## src/rtl/tr2h_pkg.sv

```systemverilog
// Shared constants, types and helpers of the track point converter.
package tr2h_pkg;

   localparam int CORDIC_STEPS = 24;
   localparam int CORDIC_LAT   = CORDIC_STEPS + 2;
   localparam int SQRT_STEPS   = 30;
   localparam int RAD_W        = 2 * SQRT_STEPS;
   localparam int REM_W        = SQRT_STEPS + 2;
   localparam int DIV_BITS     = 24;
   localparam int DIV_LAT      = DIV_BITS + 1;
   localparam int NUM_W        = 74;
   localparam int DEN_W        = 60;

   localparam logic [31:0] ATAN_TAB [0:CORDIC_STEPS-1] = '{
      32'h20000000, 32'h12E4051E, 32'h09FB385B, 32'h051111D4, 32'h028B0D43,
      32'h0145D7E1, 32'h00A2F61E, 32'h00517C55, 32'h0028BE53, 32'h00145F2F,
      32'h000A2F98, 32'h000517CC, 32'h00028BE6, 32'h000145F3, 32'h0000A2F9,
      32'h0000517C, 32'h000028BE, 32'h0000145F, 32'h00000A2F, 32'h00000517,
      32'h0000028B, 32'h00000145, 32'h000000A2, 32'h00000051
   };

   localparam logic [23:0] CAP_Q15 = 24'h007FFF;
   localparam logic [23:0] CAP_Q16 = 24'h7FFFFF;

   // Side data carried beside the square root units.
   typedef struct packed {
      logic signed [19:0] pos_x;
      logic signed [19:0] pos_y;
      logic [19:0]        pos_z;
      logic               neg_q;
      logic               pt0;
      logic               r0;
      logic               c_neg;
      logic [38:0]        c_mag;
      logic               py_neg;
      logic [19:0]        py_mag;
      logic               pz_neg;
      logic [19:0]        pz_mag;
   } side_a_type;

   // Side data carried beside the dividers.
   typedef struct packed {
      logic [19:0] pos_z;
      logic [19:0] radius;
      logic [15:0] angle;
      logic        neg_q;
      logic        pt0;
      logic        sin_neg;
      logic        pz_neg;
   } side_b_type;

   // Clamp a quotient to the positive or negative limit and apply the sign.
   function automatic logic [23:0] sat_signed(logic [23:0] q, logic ovf, logic neg,
                                              logic [23:0] cap_pos);
      logic [23:0] cap;
      logic [23:0] qs;
      cap = neg ? cap_pos + 24'd1 : cap_pos;
      qs  = (ovf || q > cap) ? cap : q;
      return neg ? 24'(-qs) : qs;
   endfunction

endpackage

```

## src/rtl/tr2h_sqrt.sv

```systemverilog
// Pipelined integer square root, one result bit per stage.
module tr2h_sqrt
   import tr2h_pkg::*;
(
   input  logic                  clock,
   input  logic                  en,
   input  logic [RAD_W-1:0]      radicand,
   output logic [SQRT_STEPS-1:0] root_out
);

   logic [RAD_W-1:0]      rad_ff  [0:SQRT_STEPS-1];
   logic [REM_W-1:0]      rem_ff  [0:SQRT_STEPS-1];
   logic [SQRT_STEPS-1:0] root_ff [0:SQRT_STEPS-1];
   logic [RAD_W-1:0]      rad_in  [0:SQRT_STEPS-1];
   logic [REM_W-1:0]      rem_in  [0:SQRT_STEPS-1];
   logic [SQRT_STEPS-1:0] root_in [0:SQRT_STEPS-1];

   for (genvar k = 0; k < SQRT_STEPS; k++) begin : g_step
      logic [RAD_W-1:0]      rad_src;
      logic [REM_W-1:0]      rem_src;
      logic [SQRT_STEPS-1:0] root_src;
      logic [REM_W+1:0]      rem_ext;
      logic [REM_W+1:0]      trial;
      logic                  ge;

      if (k == 0) begin : g_first
         assign rad_src  = radicand;
         assign rem_src  = '0;
         assign root_src = '0;
      end else begin : g_next
         assign rad_src  = rad_ff[k-1];
         assign rem_src  = rem_ff[k-1];
         assign root_src = root_ff[k-1];
      end

      // Bring down two radicand bits and try the next root bit
      assign rem_ext    = {rem_src, rad_src[RAD_W-1 -: 2]};
      assign trial      = (REM_W+2)'({root_src, 2'b01});
      assign ge         = rem_ext >= trial;
      assign rem_in[k]  = ge ? REM_W'(rem_ext - trial) : REM_W'(rem_ext);
      assign root_in[k] = {root_src[SQRT_STEPS-2:0], ge};
      assign rad_in[k]  = {rad_src[RAD_W-3:0], 2'b00};

      always_ff @(posedge clock) begin
         if (en) begin
            rad_ff[k]  <= rad_in[k];
            rem_ff[k]  <= rem_in[k];
            root_ff[k] <= root_in[k];
         end
      end
   end

   assign root_out = root_ff[SQRT_STEPS-1];

endmodule

```

## config.mk

```make
export PLATFORM = sky130hd
export DESIGN_NAME = tr2h_sqrt
export DESIGN_NICKNAME = d
export VERILOG_FILES = /design/src/rtl/tr2h_pkg.sv /design/src/rtl/tr2h_sqrt.sv
export SDC_FILE = /design/constraint.sdc
export NUM_CORES = 2
export LEC_CHECK = 0
export BUFFER_PORTS_ARGS = -buffer_cell sky130_fd_sc_hd__clkbuf_2
export CAP_MARGIN = 40
export CORE_UTILIZATION = 67
export DETAILED_ROUTE_END_ITERATION = 10
export GPL_TIMING_DRIVEN = 0
export PLACE_DENSITY = 0.91
export SLEW_MARGIN = 15
export SYNTH_ARGS = -nofsm -noshare
export SYNTH_HDL_FRONTEND = slang
export SYNTH_SLANG_ARGS = --single-unit
```

## constraint.sdc

```tcl
create_clock -name clock -period 9.9 [get_ports clock]
set_clock_uncertainty 0.15 [all_clocks]
set_input_delay 2.97 -clock clock [delete_from_list [all_inputs] [get_ports clock]]
set_output_delay 2.97 -clock clock [all_outputs]
set_load 0.01 [all_outputs]
```

Yosys cells after proc, flatten, opt, wreduce, memory -nomap -nowiden
Memory sizes are Yosys's and may differ from the RTL's. Cells that the tools add are included.

Flip-flop bits (word level): 0. RAM bits: 3600. Input bits: 62. Output and inout port bits: 30. Logic and storage cells: 95. Memories kept: 3.

Add/sub/neg operators: 30. Order comparisons: 30. Mux-type cells: 32.

Memory list: rad_ff (depth 30, width 58, read ports 29, clocked after Yosys merged registers in 0, write ports 30, RTL line tr2h_sqrt.sv:11) `logic [RAD_W-1:0] rad_ff [0:SQRT_STEPS-1];`; rem_ff (depth 30, width 32, read ports 29, clocked after Yosys merged registers in 0, write ports 30, RTL line tr2h_sqrt.sv:12) `logic [REM_W-1:0] rem_ff [0:SQRT_STEPS-1];`; root_ff (depth 30, width 30, read ports 30, clocked after Yosys merged registers in 0, write ports 30, RTL line tr2h_sqrt.sv:13) `logic [SQRT_STEPS-1:0] root_ff [0:SQRT_STEPS-1];`.

Operators with widths (count): $ge 34x32->1 (29); $mux 32 (30); $sub 32x32->32 (29); $sub 2x1->3 const B (1); $ge 2x1->1 const B (1); $mux 1 (2).

Depth between registers and ports, before layout
An unclocked memory read counts as a cell.

Word-level depth: 3. Gate-level depth with buffers: 16. Gate-level depth less buffers: 13.

Worst setup path after synthesis
No wires, ideal clock.

Path kind: input to register. From: input radicand[59]. To: memory root_ff[0][0], data pin. Setup time: 0.262 ns. Arrival time: 3.234 ns. Data required time: 9.488 ns. Path slack: 6.253 ns. Stages on the path: 1. Buffers on the path: 0. Path through: or2_2.

RTL lines: start, declared (RTL line tr2h_sqrt.sv:7) `input logic [RAD_W-1:0] radicand,`; end, declared (RTL line tr2h_sqrt.sv:13).

==> results.sh <==
export IMPL_die_area_um2=155000
export IMPL_grt_start_max_net_pins=113
export IMPL_final_period_minus_worst_setup_slack_ns=5.61
export IMPL_critical_path_max_stage_delay_ns=0.47
export IMPL_critical_path_cell_chain="clkbuf_8 > buf_16 > buf_16 > buf_16 > buf_16 > buf_16"
export IMPL_synth_seq_area_share_pct=64.8
export IMPL_power_per_cell_area_nw_per_um2=229
export IMPL_chipWidth_um=394
export IMPL_postLayoutSetupSlackWorst_ns=4.29
export IMPL_regArea_um2=66600
export IMPL_run_status="finished clean"
export IMPL_total_leakage_power_uw=0.0435
export IMPL_ys_warn_count=0
export IMPL_yosys_cell_types_count=95
export IMPL_synth_area_um2=103000
export IMPL_final_layout_size_suffix_gt1_share_pct=7.07
export IMPL_cts_clk_slew_worst_paths_ns=0.07
export IMPL_antenna_found_initial=0
export IMPL_most_common_layout_cells="edfxtp_1 (2217), inv_1 (606), nor2_1 (536)"
export IMPL_r2r_end="rem_ff[26][1]"
export IMPL_io_pins=92
export IMPL_setup_repair_bufs_after_cts=0
export IMPL_nNetsFinal=8779
export IMPL_hpwl_mm=155
export IMPL_floorplan_rows=143
export IMPL_routed_antenna_nets=0
export IMPL_number_of_global_route_vias_before_repair=64327
export IMPL_drtPass1Iterations=7
export IMPL_wirelength_routed_mm=231
export IMPL_nFillCells=9160
export IMPL_tritoncts_clock_tree="done"
export IMPL_worst_endpoint_required_ns=10.19
export IMPL_ff2ff_path_depth=15
export IMPL_first_pass_grt_wire_length_mm=356
export IMPL_worst_max_slew_margin_expressed_relative_to_the_limit_pct=34.8
export IMPL_max_freq_mhz=178
export IMPL_post_cts_resized_instances=0
export IMPL_synth_cells=7888
export IMPL_clk_latency_ns=0.87
export IMPL_gp_routability_congestion=0.931
export IMPL_setup_tns_ns=0
export IMPL_multi_input_comb_area_um2=33400
export IMPL_layout_worst_path_cycle_share_pct=56.7
export IMPL_detail_route_drc_violations=0
export IMPL_cts_max_path_bufs=3
export IMPL_area_growth_pct=10.4
export IMPL_postLayoutCoreUtil_pct=74.6
export IMPL_post_drt_wl_per_cell_um=22.1
export IMPL_avgViaCountPerCell=6.24
export IMPL_min_delay_worst_endpoint="rad_ff[11][30]"
export IMPL_critPathMaxFanout=105
export IMPL_cts_buffers=213
export IMPL_yosys_register_bits=2217
export IMPL_synth_main_ff_cell="edfxtp_1"
export IMPL_cts_root_buf="clkbuf_16"
export IMPL_start_util_pct=67.6
export IMPL_htree_num_levels=4
export IMPL_async_reset_ff_share_pct=0
export IMPL_antenna_cells=0
export IMPL_post_synth_cell_area_avg_um2=13.0
export IMPL_max_cap_violations=0
export IMPL_cts_sink_count=2217
export IMPL_postPlaceCellArea_um2=106000
export IMPL_r2r_setup_slack_ns=4.90
export IMPL_final_common_cell="edfxtp_1"
export IMPL_pre_cts_ws_ns=3.47
export IMPL_worst_setup_path_type="in -> reg"
export IMPL_placement_io_buffers=91
export IMPL_grt_total_usage_pct=29.4
export IMPL_synth_enable_flop_cells=2217
export IMPL_hold_path_startpoint="rad_ff[10][28]"
export IMPL_finalSetupViolations=0
export IMPL_cts_hold_buffers_added=0
export IMPL_syn_nets=8446
export IMPL_r2r_start="root_ff[25][2]"
export IMPL_worst_setup_path_start_kind="input port"
export IMPL_worstMarginPinSlew_ns=0.969
export IMPL_endpoint_kind="register"
export IMPL_crit_slowest_cell="buf_16"
export IMPL_hold_class="reg -> reg"
export IMPL_coreArea_um2=152000
export IMPL_chipHeight_um=394
export IMPL_postLayoutCellArea_um2=113000
export IMPL_worst_ir_drop_vdd_v=0.000184
export IMPL_hold_violations=0
export IMPL_detail_route_iter0_violations=6867
export IMPL_min_path_cells=0
export IMPL_grt_overflow_total=0
export IMPL_rsz0062_at_grt="false"
export IMPL_critical_path_most_common_cell="buf_16"
export IMPL_final_max_slew_violation_count=0
export IMPL_num_vias=65069
export IMPL_critPathArrivalTime_ns=5.91
sequential cells by signal, indices dropped and copies added, names as in the netlist:
name     flops
rem_ff     882
rad_ff     870
root_ff    465
worst max-delay path by stage:
stage | cells after the start | start | end | slack [ns]
after floorplan | 1 | radicand[59] | root_ff[0][0] | 6.25
after global placement | 1 | en | rem_ff[22][4] | -30.57
after detailed placement | 6 | en | rad_ff[22][56] | 3.47
after CTS | 6 | en | rad_ff[22][56] | 4.32
after global routing | 6 | en | rad_ff[21][55] | 4.08
final | 6 | en | rad_ff[21][55] | 4.29
worst max-delay path, delay by kind of cell:
kind,cells,cell delay (ns)
buf+inv,6,2.58
metal layers:
metal / vias up / track usage, % / part of all wire [%]
li1: 29808 / - / -
met1: 31354 / 36.1 / 38
met2: 3129 / 51.6 / 51
met3: 778 / 4.30 / 6.5
met4: 0 / 13.7 / 5.0
met5: - / 0 / 0
cell type report:
cell class,instances,area share (%)
plain buffers,128,0.441
clock buffers,250,4.82
clock inverters,140,1.38
inverters,611,2.02
multi-input cells,4932,29.4
flip-flops and latches,2217,58.7
well taps,2030,2.24
repair buffers,118,0.975
cell usage after synthesis (28+ instances only):
| cell | n | area (um^2) |
|---|---|---|
| edfxtp_1 | 2217 | 66600 |
| inv_1 | 606 | 2270 |
| nor2_1 | 536 | 2010 |
| a21oi_1 | 524 | 2620 |
| nand2_1 | 511 | 1920 |
| ha_1 | 496 | 6210 |
| xnor2_1 | 374 | 3280 |
| o21ai_0 | 373 | 1870 |
| xor2_1 | 361 | 3160 |
| nor3_1 | 211 | 1060 |
| a21o_1 | 194 | 1460 |
| nand3_1 | 128 | 641 |
| nand2b_1 | 125 | 782 |
| clkbuf_1 | 107 | 402 |
| nor4_1 | 98 | 613 |
| or3_1 | 96 | 601 |
| o21a_1 | 86 | 646 |
| mux2_2 | 76 | 856 |
| nand4_1 | 76 | 475 |
| nor2b_1 | 69 | 432 |
| o31ai_1 | 47 | 353 |
| or2_2 | 41 | 257 |
| or4_1 | 41 | 308 |
| o21bai_1 | 39 | 293 |
| a31oi_1 | 37 | 231 |
| o211ai_1 | 37 | 278 |
| a211oi_1 | 32 | 240 |
| and3_1 | 28 | 175 |
through the flow:
step | hold slack (ns) | instances | total power [uW]
CTS | 0.236 | 10425 | 26000
floorplan | 0.250 | 7888 | 16100
global placement | 0.250 | 10009 | 18300
detailed placement | 0.255 | 10035 | 17800
global route | 0.244 | 10426 | 27000
finish | 0.247 | 10426 | 26000
power by group:
group / leakage [uW] / internal [uW] / switching [uW]
Combinational: 0.0188 / 2110 / 3090
Clock: 0.00337 / 4580 / 3590
Sequential: 0.0213 / 11800 / 799
Total: 0.0435 / 18500 / 7480
logic make-up (layout without fill, tap and decap cells):
group | Yosys count | after routing | share of synthesized area, %
flip-flops | 2217 | 2217 | 64.8
AND/OR/NAND/NOR | 2093 | 2093 | 10.1
AO/OA/AOI/OAI | 1523 | 1523 | 9.13
buffers and inverters | 739 | 1247 | 2.72
XOR/XNOR | 735 | 735 | 6.27
adder cells (fa/ha/maj) | 496 | 496 | 6.04
multiplexers | 84 | 84 | 0.911
other | 1 | 1 | 0.00365
(Power assumes the default switching activity.)
